[src/sv/rbc_pkg.sv]
// ----------------------------------------------------------------------------
// rbc_pkg
// Shared types and constants of the retry backoff controller.
// ----------------------------------------------------------------------------
package rbc_pkg;

  localparam int unsigned DelayW   = 16;
  localparam int unsigned FactorW  = 16;
  localparam int unsigned FracW    = 8;
  localparam int unsigned CountW   = 8;
  localparam int unsigned StatusW  = 10;
  localparam int unsigned ModeW    = 2;
  localparam int unsigned CfgIdxW  = 3;
  localparam int unsigned CfgDataW = 16;
  localparam int unsigned ProdW    = DelayW + FactorW;
  localparam int unsigned ScaledW  = ProdW - FracW;

  // Register reset values
  localparam logic [DelayW-1:0]  MinDelayRst  = 16'd1;
  localparam logic [DelayW-1:0]  MaxDelayRst  = 16'hFFFF;
  localparam logic [FactorW-1:0] FactorRst    = 16'd512;
  localparam logic [CountW-1:0]  MaxRetryRst  = 8'd3;
  localparam logic               ClientErrRst = 1'b0;

  localparam logic [StatusW-1:0] ServerErrLo = 10'd500;
  localparam logic [StatusW-1:0] ServerErrHi = 10'd599;
  localparam logic [DelayW-1:0]  WaitNever   = 16'hFFFF;
  localparam logic [CountW-1:0]  CountMax    = 8'hFF;

  typedef enum logic [ModeW-1:0] {
    MODE_TICK    = 2'd0,
    MODE_SUCCESS = 2'd1,
    MODE_FAILURE = 2'd2
  } mode_e;

  typedef enum logic [CfgIdxW-1:0] {
    CFG_MIN_DELAY      = 3'd0,
    CFG_MAX_DELAY      = 3'd1,
    CFG_BACKOFF_FACTOR = 3'd2,
    CFG_MAX_RETRIES    = 3'd3,
    CFG_RETRY_CLIENT   = 3'd4
  } cfg_idx_e;

  typedef struct packed {
    logic [DelayW-1:0]  delay_floor;
    logic [DelayW-1:0]  delay_ceiling;
    logic [FactorW-1:0] growth_factor;
    logic [CountW-1:0]  retry_limit;
    logic               retry_client_errors;
  } cfg_t;

  typedef struct packed {
    logic [DelayW-1:0] current_delay;
    logic [CountW-1:0] failure_count;
    logic              may_retry;
    logic [DelayW-1:0] countdown;
  } state_t;

  typedef struct packed {
    logic [ModeW-1:0]   mode;
    logic [StatusW-1:0] status_code;
    logic               has_server_wait;
    logic [DelayW-1:0]  server_wait;
  } item_t;

  typedef struct packed {
    logic              retry_allowed;
    logic [DelayW-1:0] wait_left;
    logic [CountW-1:0] failures_seen;
  } result_t;

endpackage

[src/sv/rbc_if.sv]
// ----------------------------------------------------------------------------
// rbc_if
// Event and result channels of the retry backoff controller.
// ----------------------------------------------------------------------------
interface rbc_evt_if;
  logic                         valid;
  logic                         ready;
  logic [rbc_pkg::ModeW-1:0]    mode;
  logic [rbc_pkg::StatusW-1:0]  status_code;
  logic                         has_server_wait;
  logic [rbc_pkg::DelayW-1:0]   server_wait;

  modport source (output valid, mode, status_code, has_server_wait, server_wait,
                  input ready);
  modport sink   (input valid, mode, status_code, has_server_wait, server_wait,
                  output ready);
endinterface

interface rbc_res_if;
  logic                        valid;
  logic                        ready;
  logic                        retry_allowed;
  logic [rbc_pkg::DelayW-1:0]  wait_left;
  logic [rbc_pkg::CountW-1:0]  failures_seen;

  modport source (output valid, retry_allowed, wait_left, failures_seen,
                  input ready);
  modport sink   (input valid, retry_allowed, wait_left, failures_seen,
                  output ready);
endinterface

[src/sv/rbc_step.sv]
// ----------------------------------------------------------------------------
// rbc_step
// Next-state and result logic for one event: backoff scaling and clamp,
// stop decision, countdown and failure count update.
// ----------------------------------------------------------------------------
module rbc_step (
  input  rbc_pkg::cfg_t    cfg_i,
  input  rbc_pkg::state_t  state_i,
  input  rbc_pkg::item_t   item_i,
  output rbc_pkg::state_t  state_o,
  output rbc_pkg::result_t result_o
);
  import rbc_pkg::*;

  logic [ProdW-1:0]   product;
  logic [ScaledW-1:0] scaled;
  logic [ScaledW-1:0] min_ext;
  logic [ScaledW-1:0] max_ext;
  logic [ScaledW-1:0] raised;
  logic [DelayW-1:0]  clamped;
  logic [DelayW-1:0]  new_delay;
  logic [DelayW-1:0]  new_wait;
  logic               server_err;
  logic               stop;
  logic               allowed;

  // Q8.8 scaling, truncated, then raised to min and lowered to max (max wins)
  assign product = ProdW'(state_i.current_delay) * ProdW'(cfg_i.growth_factor);
  assign scaled  = product[ProdW-1:FracW];
  assign min_ext = ScaledW'(cfg_i.delay_floor);
  assign max_ext = ScaledW'(cfg_i.delay_ceiling);
  assign raised  = (scaled < min_ext) ? min_ext : scaled;
  assign clamped = (raised > max_ext) ? cfg_i.delay_ceiling : raised[DelayW-1:0];

  // First failure keeps the starting delay
  assign new_delay  = (state_i.failure_count != '0) ? clamped : state_i.current_delay;
  assign new_wait   = item_i.has_server_wait ? item_i.server_wait : new_delay;
  assign server_err = (item_i.status_code >= ServerErrLo) &&
                      (item_i.status_code <= ServerErrHi);
  assign stop       = (state_i.failure_count >= cfg_i.retry_limit) ||
                      (!cfg_i.retry_client_errors && !server_err);

  always_comb begin
    state_o = state_i;
    case (mode_e'(item_i.mode))
      MODE_TICK: begin
        if (state_i.countdown != '0) begin
          state_o.countdown = state_i.countdown - 1'b1;
        end
      end
      MODE_SUCCESS: begin
        state_o.current_delay = cfg_i.delay_floor;
        state_o.failure_count = '0;
        state_o.may_retry     = 1'b1;
      end
      MODE_FAILURE: begin
        // A stopped controller ignores failures entirely
        if (state_i.may_retry) begin
          state_o.current_delay = new_delay;
          state_o.may_retry     = !stop;
          if (!stop) begin
            state_o.countdown = new_wait;
          end
          if (state_i.failure_count != CountMax) begin
            state_o.failure_count = state_i.failure_count + 1'b1;
          end
        end
      end
      default: ;
    endcase
  end

  assign allowed = (state_o.failure_count != '0) && state_o.may_retry;

  always_comb begin
    result_o.retry_allowed = allowed;
    result_o.wait_left     = allowed ? state_o.countdown : WaitNever;
    result_o.failures_seen = state_o.failure_count;
  end

endmodule

[src/sv/retry_backoff_controller.sv]
// ----------------------------------------------------------------------------
// retry_backoff_controller
// Exponential backoff retry tracker: one event in, one status result out.
// ----------------------------------------------------------------------------
// Timing: an accepted event lands in the input register, and the result
//   register loads from it once the result slot is free.
// Throughput: one event per cycle while the sink is ready; the state update
//   is one 16x16 multiply and the min/max clamp, all combinational.
// Reset: asynchronous, active low; config, state and valid flags return to
//   their defaults, delay to 1, count to 0, retrying enabled, countdown 0.
// ----------------------------------------------------------------------------
module retry_backoff_controller (
  input  logic                          clk_i,
  input  logic                          rst_ni,
  input  logic                          cfg_we_i,
  input  logic [rbc_pkg::CfgIdxW-1:0]   cfg_idx_i,
  input  logic [rbc_pkg::CfgDataW-1:0]  cfg_wdata_i,
  rbc_evt_if.sink                       evt_i,
  rbc_res_if.source                     res_o
);
  import rbc_pkg::*;

  cfg_t    cfg_q;
  state_t  state_q, state_d;
  item_t   item_q;
  result_t res_q, res_d;
  logic    in_valid_q;
  logic    out_valid_q;
  logic    advance;
  logic    in_accept;

  // --------------------------------------------------------------------------
  // Configuration registers: to be written only while no transaction is in flight
  // --------------------------------------------------------------------------
  always_ff @(posedge clk_i or negedge rst_ni) begin
    if (!rst_ni) begin
      cfg_q.delay_floor         <= MinDelayRst;
      cfg_q.delay_ceiling       <= MaxDelayRst;
      cfg_q.growth_factor       <= FactorRst;
      cfg_q.retry_limit         <= MaxRetryRst;
      cfg_q.retry_client_errors <= ClientErrRst;
    end else if (cfg_we_i) begin
      unique case (cfg_idx_e'(cfg_idx_i))
        CFG_MIN_DELAY:      cfg_q.delay_floor   <= cfg_wdata_i[DelayW-1:0];
        CFG_MAX_DELAY:      cfg_q.delay_ceiling <= cfg_wdata_i[DelayW-1:0];
        CFG_BACKOFF_FACTOR: cfg_q.growth_factor <= cfg_wdata_i[FactorW-1:0];
        CFG_MAX_RETRIES:    cfg_q.retry_limit   <= cfg_wdata_i[CountW-1:0];
        CFG_RETRY_CLIENT:   cfg_q.retry_client_errors <= cfg_wdata_i[0];
        default: ;  // drop writes to unmapped indexes
      endcase
    end
  end

  // --------------------------------------------------------------------------
  // Handshake: the input stage advances whenever the result register is
  // empty or being drained this cycle, so events flow every cycle while the
  // sink is ready; a stalled result holds the next event in the input register.
  // --------------------------------------------------------------------------
  assign advance     = in_valid_q && (!out_valid_q || res_o.ready);
  assign evt_i.ready = !in_valid_q || advance;
  assign in_accept   = evt_i.valid && evt_i.ready;

  // Input register
  always_ff @(posedge clk_i or negedge rst_ni) begin
    if (!rst_ni) begin
      in_valid_q <= 1'b0;
    end else if (evt_i.ready) begin
      in_valid_q <= evt_i.valid;
    end
  end

  always_ff @(posedge clk_i) begin
    if (in_accept) begin
      item_q.mode            <= evt_i.mode;
      item_q.status_code     <= evt_i.status_code;
      item_q.has_server_wait <= evt_i.has_server_wait;
      item_q.server_wait     <= evt_i.server_wait;
    end
  end

  // --------------------------------------------------------------------------
  // Event evaluation: state and result are both computed from the held event
  // --------------------------------------------------------------------------
  rbc_step u_step (
    .cfg_i    (cfg_q),
    .state_i  (state_q),
    .item_i   (item_q),
    .state_o  (state_d),
    .result_o (res_d)
  );

  // Controller state: commit only when the event moves into the result slot
  always_ff @(posedge clk_i or negedge rst_ni) begin
    if (!rst_ni) begin
      state_q.current_delay <= MinDelayRst;
      state_q.failure_count <= '0;
      state_q.may_retry     <= 1'b1;
      state_q.countdown     <= '0;
    end else if (advance) begin
      state_q <= state_d;
    end
  end

  // Result register: hold while the sink stalls
  always_ff @(posedge clk_i or negedge rst_ni) begin
    if (!rst_ni) begin
      out_valid_q <= 1'b0;
    end else if (advance) begin
      out_valid_q <= 1'b1;
    end else if (res_o.ready) begin
      out_valid_q <= 1'b0;
    end
  end

  always_ff @(posedge clk_i) begin
    if (advance) begin
      res_q <= res_d;
    end
  end

  assign res_o.valid         = out_valid_q;
  assign res_o.retry_allowed = res_q.retry_allowed;
  assign res_o.wait_left     = res_q.wait_left;
  assign res_o.failures_seen = res_q.failures_seen;

  // --------------------------------------------------------------------------
  // Assertions
  // --------------------------------------------------------------------------
`ifndef ASSERT_OFF
  // A success always clears the count, re-enables retrying and restores min delay
  a_success_restarts: assert property (@(posedge clk_i) disable iff (!rst_ni)
    advance && (item_q.mode == MODE_SUCCESS) |=>
      (state_q.failure_count == '0) && state_q.may_retry &&
      (state_q.current_delay == $past(cfg_q.delay_floor)))
    else $error("success did not restart the backoff state");

  // Every evaluated event produces a pending result
  a_advance_fills_out: assert property (@(posedge clk_i) disable iff (!rst_ni)
    advance |=> out_valid_q)
    else $error("evaluated event produced no result");

  // A held event is not lost while the result slot is blocked
  a_input_held: assert property (@(posedge clk_i) disable iff (!rst_ni)
    in_valid_q && !advance |=> in_valid_q && $stable(item_q))
    else $error("blocked event was dropped or changed");

  // State moves only when an event is evaluated
  a_state_stable: assert property (@(posedge clk_i) disable iff (!rst_ni)
    !advance |=> $stable(state_q))
    else $error("controller state changed without an event");
`endif

endmodule

[src/flat_wrapper.sv]
// flat-port wrapper written by rule: the top's interface ports become plain ports
module retry_backoff_controller_flat import rbc_pkg::*;
  (clk_i, rst_ni, cfg_we_i, cfg_idx_i, cfg_wdata_i, evt_i_valid, evt_i_mode, evt_i_status_code, evt_i_has_server_wait, evt_i_server_wait, evt_i_ready, res_o_valid, res_o_retry_allowed, res_o_wait_left, res_o_failures_seen, res_o_ready);
  rbc_evt_if evt_i_i ();
  rbc_res_if res_o_i ();
  input  logic clk_i;
  input  logic rst_ni;
  input  logic cfg_we_i;
  input  logic [rbc_pkg::CfgIdxW-1:0] cfg_idx_i;
  input  logic [rbc_pkg::CfgDataW-1:0] cfg_wdata_i;
  input wire logic [$bits(evt_i_i.valid)-1:0] evt_i_valid;
  input wire logic [$bits(evt_i_i.mode)-1:0] evt_i_mode;
  input wire logic [$bits(evt_i_i.status_code)-1:0] evt_i_status_code;
  input wire logic [$bits(evt_i_i.has_server_wait)-1:0] evt_i_has_server_wait;
  input wire logic [$bits(evt_i_i.server_wait)-1:0] evt_i_server_wait;
  output wire logic [$bits(evt_i_i.ready)-1:0] evt_i_ready;
  output wire logic [$bits(res_o_i.valid)-1:0] res_o_valid;
  output wire logic [$bits(res_o_i.retry_allowed)-1:0] res_o_retry_allowed;
  output wire logic [$bits(res_o_i.wait_left)-1:0] res_o_wait_left;
  output wire logic [$bits(res_o_i.failures_seen)-1:0] res_o_failures_seen;
  input wire logic [$bits(res_o_i.ready)-1:0] res_o_ready;
  assign evt_i_i.valid = evt_i_valid;
  assign evt_i_i.mode = evt_i_mode;
  assign evt_i_i.status_code = evt_i_status_code;
  assign evt_i_i.has_server_wait = evt_i_has_server_wait;
  assign evt_i_i.server_wait = evt_i_server_wait;
  assign evt_i_ready = evt_i_i.ready;
  assign res_o_valid = res_o_i.valid;
  assign res_o_retry_allowed = res_o_i.retry_allowed;
  assign res_o_wait_left = res_o_i.wait_left;
  assign res_o_failures_seen = res_o_i.failures_seen;
  assign res_o_i.ready = res_o_ready;
  retry_backoff_controller u_core (.clk_i(clk_i), .rst_ni(rst_ni), .cfg_we_i(cfg_we_i), .cfg_idx_i(cfg_idx_i), .cfg_wdata_i(cfg_wdata_i), .evt_i(evt_i_i), .res_o(res_o_i));
endmodule
[config.mk]
export PLATFORM = sky130hd
export DESIGN_NAME = retry_backoff_controller_flat
export DESIGN_NICKNAME = d
export VERILOG_FILES = /design/src/sv/rbc_pkg.sv /design/src/sv/rbc_if.sv /design/src/sv/rbc_step.sv /design/src/sv/retry_backoff_controller.sv /design/src/flat_wrapper.sv
export SDC_FILE = /design/constraint.sdc
export NUM_CORES = 1
export LEC_CHECK = 0
export BUFFER_PORTS_ARGS = -buffer_cell sky130_fd_sc_hd__buf_2
export CORE_MARGIN = 2
export CORE_UTILIZATION = 55
export CTS_CLUSTER_DIAMETER = 100
export DETAILED_ROUTE_END_ITERATION = 8
export PLACE_DENSITY = 0.81
export SLEW_MARGIN = 20
export SYNTH_ARGS = -nofsm -noshare
export SYNTH_HDL_FRONTEND = slang
export SYNTH_SLANG_ARGS = --single-unit
[constraint.sdc]
create_clock -name clk_i -period 29.7 [get_ports clk_i]
set_input_delay 4.455 -clock clk_i [delete_from_list [all_inputs] [get_ports clk_i]]
set_output_delay 4.455 -clock clk_i [all_outputs]
set_load 0.005 [all_outputs]
==> qor.csv, run 1 <==
metric,value,unit
outcome,"finished, final reports clean",
Worst path max stage delay,0.85,ns
Crit Path Max Fanout,31,
Slew @ Worst Pin,1.004,ns
"EDFF count, synth",52,
fillers,2615,
"most used cell, CP",fa_1,
Starting Density,55.94,%
Setup CP Type,reg2reg,
largest net degree at the start of global routing,76,
flop-to-flop setup slack,16.96,ns
"antenna viol nets, final",0,
setup_tns,0,ns
clk slew on worst S/H paths,0.06,ns
slowest CP cell,o211a_1,
Total GRT Usage,27.56,%
Clock Tree Root,clkbuf_16,
initial antenna violation count,1,
ANT cells,0,
Post-Syn Area,17650,um^2
die area,33540,um^2
worst endpoint data arrival time,12.89,ns
cell taking the most area after synthesis,fa_1,
ys flop type,dfrtp_1,
Worst setup SP type,register,
Layout Skew,0.009739,ns
Hold Fails Final Rpt,0,
Post-DP HPWL,33.46,mm
row count,65,
DIE WIDTH,183.2,um
Avg WL per Cell,18.54,um
CTS Buf Count,17,
Synth top cells by count,"inv_1 (291), nand2_1 (281), fa_1 (193)",
RSZ-0062 raised after global routing,no,
core outline area,31560,um^2
share of the yosys chip area belonging to registers,23.18,%
TritonCTS clock tree,yes,
Post-Syn Instances,1966,
Critical Path Sink Type,register,
number of H-tree levels,4,
"Buf+Inv Stages, Crit Path",5,
Setup Buffers After CTS,0,
minimum clock period,12.74,ns
CTS Buffer Depth,2,
Rel. slew slack,33.04,%
Congestion Overflow GR,0,
crit-path leading delay family,compound AO/OA/AOI/OAI gates,
Clock Sinks,152,
Ports,80,
top-count cell post-synth,inv_1,
Max Cap Viol,0,
vias in the first global route,14650,
Area Growth Syn to Fin,6.472,%
final period utilization,42.89,%
"top cells by area, synth","fa_1 (22%), dfrtp_1 (11%), ha_1 (10%)",
TritonRoute pass-1 iters,8,
die height,183.2,um
via/cell ratio,5.959,
proportion of layout cells with a drive suffix above 1,11.45,%
DRC errors left,0,
DRT iter0 DRCs,1090,
RePlAce Congestion,0.9541,
class of the worst hold path,reg2reg,
first-pass GRT wire length,73.61,mm
post-layout net count,2371,
# resized after CTS,0,
Unique masters post-synth,84,
# hold bufs at CTS,0,
fmax,78.50,MHz
post-synthesis register bit count,152,
final setup fails,0,
Via Count,14260,
post-synth net total,2359,
Total Wirelength,44.38,mm
Port Buffers,77,
synthesized area per cell,8.979,um^2
Yosys top cell area share,21.89,%
ys async rst share,65.79,%
Ys Warns,0,
CP required,29.85,ns
Final Max Slew Viols,0,
clock latency on the worst-skew pair,0.43,ns
-- routing by layer --
layer	routed length, um	vias up	share of wire, %	track usage, %
li1	-	6527	-	-
met2	21900	590	49	47.12
met5	0	-	0	0
met4	967	0	2.2	8.096
met1	18300	7053	41	36.69
met3	3209	91	7.2	3.892
-- logic make-up (layout without fill, tap and decap cells) --
logic type / Yosys count / after routing / synth area share (%)
AO/OA/AOI/OAI: 372 / 372 / 13.74
AND/OR/NAND/NOR: 637 / 637 / 17.86
buffers and inverters: 394 / 419 / 8.860
flip-flops: 152 / 152 / 23.18
multiplexers: 47 / 47 / 2.864
XOR/XNOR: 24 / 24 / 1.191
adder cells (fa/ha/maj): 340 / 340 / 32.31
-- worst paths after layout --
kind                               startpoint                        end  cells after the start
max reg2reg                u_core.state_q[31]  u_core.res_o.wait_left[3]                     38
min reg2reg                 u_core.in_valid_q         u_core.res_o.valid                      1
max                        u_core.state_q[31]  u_core.res_o.wait_left[3]                     38
min in group asynchronous              rst_ni         u_core.state_q[13]                      1
max in group asynchronous              rst_ni           u_core.cfg_q[51]                      2
min                         u_core.in_valid_q         u_core.res_o.valid                      1
-- area by class of cell --
cell class | count | area [um^2] | share of cell area, %
flip-flops and latches | 152 | 4091 | 21.77
inverters | 292 | 1096 | 5.832
clock inverters | 14 | 136.4 | 0.7257
multi-input cells | 1420 | 12010 | 63.88
clock buffers | 18 | 439.2 | 2.337
repair buffers | 95 | 523.0 | 2.783
well taps | 402 | 503.0 | 2.676
-- sequential cells by signal (all words and copies together) (netlist names) --
register and count:
u_core.state_q 41, u_core.res_o.valid 1, u_core.item_q 27, u_core.res_o.retry_allowed 1, u_core.res_o.wait_left 16, u_core.res_o.failures_seen 8
u_core.in_valid_q 1, u_core.cfg_q 57
-- layout by cell type, fill, tap and decap left out, types with 27 or more instances in the layout --
| cell | count |
|---|---|
| a21oi_1 | 65 |
| and2_1 | 124 |
| buf_2 | 76 |
| dfrtp_1 | 78 |
| edfxtp_1 | 52 |
| fa_1 | 193 |
| ha_1 | 147 |
| inv_1 | 291 |
| mux2_2 | 28 |
| nand2_1 | 281 |
| nor2_1 | 72 |
| o21ai_0 | 118 |
| o21ai_1 | 27 |
-- worst reg2reg max path: cells and delay by family, from the launching register on --
family | cells | cell delay [ns]
buf+inv | 5 | 0.58
simple gates | 4 | 1.39
xor+xnor | 1 | 0.25
fa+ha+maj | 9 | 4.10
flops | 1 | 0.71
compound gates | 19 | 5.39
-- per-stage QoR --
stage	area (um^2)	util [%]	hold slack, ns	instances	worst slack, ns
3_3_place_gp	18220	57.73	0.4708	2361	17.52
4_1_cts	18790	59.55	0.5019	2393	17.17
3_5_place_dp	18220	57.73	0.4810	2361	17.32
2_1_floorplan	17650	-	0.4572	1966	19.92
6_report	18790	59.56	0.4968	2393	16.96
5_1_grt	18790	59.56	0.5259	2393	16.45
Power of run 1 is not shown: default switching activity piles up to over one toggle a cycle in this logic, so the estimate is an artifact.
==> inputs of run 2 (changes only) <==
--- a/config.mk
+++ b/config.mk
@@ -5,12 +5,13 @@
 export SDC_FILE = /design/constraint.sdc
 export NUM_CORES = 1
 export LEC_CHECK = 0
+export ABC_AREA = 1
 export BUFFER_PORTS_ARGS = -buffer_cell sky130_fd_sc_hd__buf_2
 export CORE_MARGIN = 2
 export CORE_UTILIZATION = 55
 export CTS_CLUSTER_DIAMETER = 100
 export DETAILED_ROUTE_END_ITERATION = 8
-export PLACE_DENSITY = 0.81
+export PLACE_DENSITY = 0.84
 export SLEW_MARGIN = 20
 export SYNTH_ARGS = -nofsm -noshare
 export SYNTH_HDL_FRONTEND = slang
==> constraint.sdc (replaced) <==
create_clock -name clk_i -period 11.4 [get_ports clk_i]
set_input_delay 1.71 -clock clk_i [delete_from_list [all_inputs] [get_ports clk_i]]
set_output_delay 1.71 -clock clk_i [all_outputs]
set_load 0.005 [all_outputs]
==> run 2 against run 1 <==
Effect of this change: first-iteration DRC count up 14%; critical endpoint is now u_core.state_q[6]; hold slack worse by 0.012 ns; routed wire length up 3.3%; via count up 7.0%; critical path depth up 7; largest cell class unchanged; global-route usage up 0.88 points; register-to-register slack worse by 16 ns; sequential cell count unchanged; non-clock buffer count down 6; clock skew up 0.00054 ns.
==> qor.csv, run 2 <==
metric,value,unit,change
clock latency on the worst-skew pair,0.43,ns,about the same
Synth top cells by count,"nand2_1 (697), inv_1 (540), fa_1 (193)",,
Leak,10.81,nW,
"most used cell, CP",nand2_1,,
post-synth net total,2758,,+17%
max reg flops,57,,unchanged
crit path launch,u_core.state_q[30],,
row count,65,,unchanged
Ports,80,,unchanged
RSZ-0062 raised after global routing,no,,
worst endpoint data arrival time,10.83,ns,-2.06 ns
clk slew on worst S/H paths,0.07,ns,about the same
clock share of power,15.0,%,
DRC errors left,0,,unchanged
"EDFF count, synth",52,,unchanged
Reg2Reg Depth,45,,+18%
largest register by flop count,u_core.cfg_q,,
Area Growth Syn to Fin,6.571,%,about the same
post-layout net count,2768,,+17%
final core occ,59.76,%,+0.20 points
Final Max Slew Viols,0,,unchanged
fillers,2772,,+6.0%
Critical Path Sink Type,register,,
Starting Density,56.07,%,+0.13 points
Avg WL per Cell,16.43,um,-11%
CTS Buf Count,17,,unchanged
# resized after CTS,0,,unchanged
first-pass GRT wire length,76.32,mm,+3.7%
Total GRT Usage,28.43,%,+0.88 points
crit path to,u_core.state_q[6],,
Setup CP Type,reg2reg,,
slowest CP cell,dfrtp_1,,
TritonCTS clock tree,yes,,
Post-Place Cells,2758,,+17%
"commonest non-fill, non-tap cell in the layout",nand2_1,,
"top cells by area, synth","fa_1 (22%), nand2_1 (15%), inv_1 (11%)",,
Congestion Overflow GR,0,,unchanged
DRT iter0 DRCs,1246,,+14%
minimum clock period,10.46,ns,-2.275 ns
flop-to-flop setup slack,0.94,ns,-16.02 ns
Worst path max stage delay,0.91,ns,+0.06 ns
final period utilization,91.78,%,+49 points
Sequential Power Share,23.0,%,
Setup Buffers After CTS,0,,unchanged
Rel. slew slack,30.49,%,-2.5 points
largest registers,"u_core.cfg_q: 57 flops, u_core.state_q: 41 flops, u_core.item_q: 27 flops",,
PD cells,200.0,nW/um^2,
top-count cell post-synth,nand2_1,,
vias in the first global route,15610,,+6.6%
Port Buffers,77,,unchanged
ys async rst share,65.79,%,unchanged
"commonest non-fill, non-tap cells in the layout","nand2_1 (697), inv_1 (539), fa_1 (193), ha_1 (147), nand3_1 (117)",,
post-synthesis register bit count,152,,unchanged
class of the worst hold path,reg2reg,,
Comb power frac,61.9,%,
worst r2r dst,u_core.state_q[6],,
RR Startpoint,u_core.state_q[30],,
Layout Skew,0.01028,ns,+0.0005428 ns
Worst setup SP type,register,,
# hold bufs at CTS,0,,unchanged
Crit Path Max Fanout,18,,-42%
die area,33790,um^2,+0.73%
CTS Buffer Depth,2,,unchanged
Post-Syn Area,17780,um^2,+0.75%
TritonRoute pass-1 iters,6,,-2
Clock Tree Root,clkbuf_16,,
via/cell ratio,5.470,,-8.2%
Ys Warns,0,,unchanged
Max Cap Viol,0,,unchanged
proportion of layout cells with a drive suffix above 1,7.705,%,-3.7 points
ANT cells,0,,unchanged
Yosys top cell area share,21.73,%,-0.16 points
initial antenna violation count,0,,-1
"antenna viol nets, final",0,,unchanged
Hold Fails Final Rpt,0,,unchanged
outcome,"finished, final reports clean",,
ys flop type,dfrtp_1,,
Final Non-Filler Cells,2790,,+17%
synthesized area per cell,7.520,um^2,-16%
cell internal pwr,0.001857,W,
die height,183.8,um,+0.37%
Unique masters post-synth,51,,-39%
Switching Fraction,51.02,%,
fmax,95.57,MHz,+22%
share of the yosys chip area belonging to registers,23.01,%,-0.17 points
maximum vdd drop,0.1750,mV,
Switch Pwr,0.001934,W,
cell taking the most area after synthesis,fa_1,,
Total Wirelength,45.84,mm,+3.3%
DIE WIDTH,183.8,um,+0.37%
Post-Syn Instances,2365,,+20%
CP required,11.77,ns,-18.08 ns
Post-DP HPWL,35.67,mm,+6.6%
Via Count,15260,,+7.0%
final setup fails,0,,unchanged
number of H-tree levels,4,,unchanged
largest net degree at the start of global routing,54,,-29%
core outline area,31720,um^2,+0.52%
Pwr Total,0.003791,W,
Slew @ Worst Pin,1.040,ns,+0.03571 ns
setup_tns,0,ns,unchanged
RePlAce Congestion,0.9909,,+3.9%
Clock Sinks,152,,unchanged
-- run 2: final cells by class --
| cell class | count | area (um^2) | area share, % |
|---|---|---|---|
| clock inverter | 14 | 168.9 | 0.8912 |
| inverter | 544 | 2047 | 10.80 |
| clock buffer | 18 | 429.2 | 2.264 |
| tap | 402 | 503.0 | 2.654 |
| sequential | 152 | 4091 | 21.59 |
| multi-input combinational | 1571 | 11240 | 59.28 |
| timing repair buffer | 89 | 478.0 | 2.522 |
-- run 2: power groups by stage --
stage / Clock [W] / Sequential (W) / Combinational [W]
floorplan: 0 / 0.000740 / 0.00188
global placement: 0 / 0.000867 / 0.00223
detailed placement: 0 / 0.000873 / 0.00229
CTS: 0.000574 / 0.000864 / 0.00233
global route: 0.000599 / 0.000885 / 0.00265
finish: 0.000571 / 0.000874 / 0.00235
-- run 2: worst min-delay path by stage --
stage / start / depth (start not counted) / to / slack, ns
floorplan: u_core.state_q[0] / 2 / u_core.state_q[0] / 0.45
global placement: u_core.cfg_q[42] / 2 / u_core.cfg_q[42] / 0.47
CTS: u_core.state_q[0] / 2 / u_core.state_q[0] / 0.49
finish: u_core.state_q[0] / 2 / u_core.state_q[0] / 0.48
detailed placement: u_core.state_q[0] / 2 / u_core.state_q[0] / 0.47
global route: u_core.state_q[0] / 2 / u_core.state_q[0] / 0.51
-- run 2: kinds of logic after synthesis --
family,synth area share [%]
AOI/OAI and AO/OA,7.373
xor gates and xnor gates,0.9357
adders and majority gates,32.07
buffers and inverters,13.85
DFF,23.01
and+or+nand+nor,22.77
-- run 2: critical path: cells and delay by family, from the launching register on --
kind	cells	cell delay, ns
compound gates	7	1.86
xor+xnor	1	0.42
simple gates	21	2.47
buf+inv	7	0.59
flops	1	0.91
fa+ha+maj	9	4.11
-- run 2: through the flow --
| step | setup slack [ns] | hold WS [ns] | instance area [um^2] |
|---|---|---|---|
| floorplan | 2.694 | 0.4488 | 17780 |
| global placement | 1.408 | 0.4660 | 18350 |
| detailed placement | 1.277 | 0.4665 | 18350 |
| CTS | 1.130 | 0.4856 | 18950 |
| global route | 0.3786 | 0.5100 | 18950 |
| finish | 0.9369 | 0.4845 | 18950 |
-- run 2: routing by layer --
layer / track usage (%) / wire length (um) / vias up
li1: - / - / 7164
met1: 37.59 / 19100 / 7301
met2: 48.78 / 22160 / 697
met3: 4.041 / 3594 / 99
met4: 8.320 / 984 / 0
met5: 0 / 0 / -
Power figures use the tool's default switching activity.
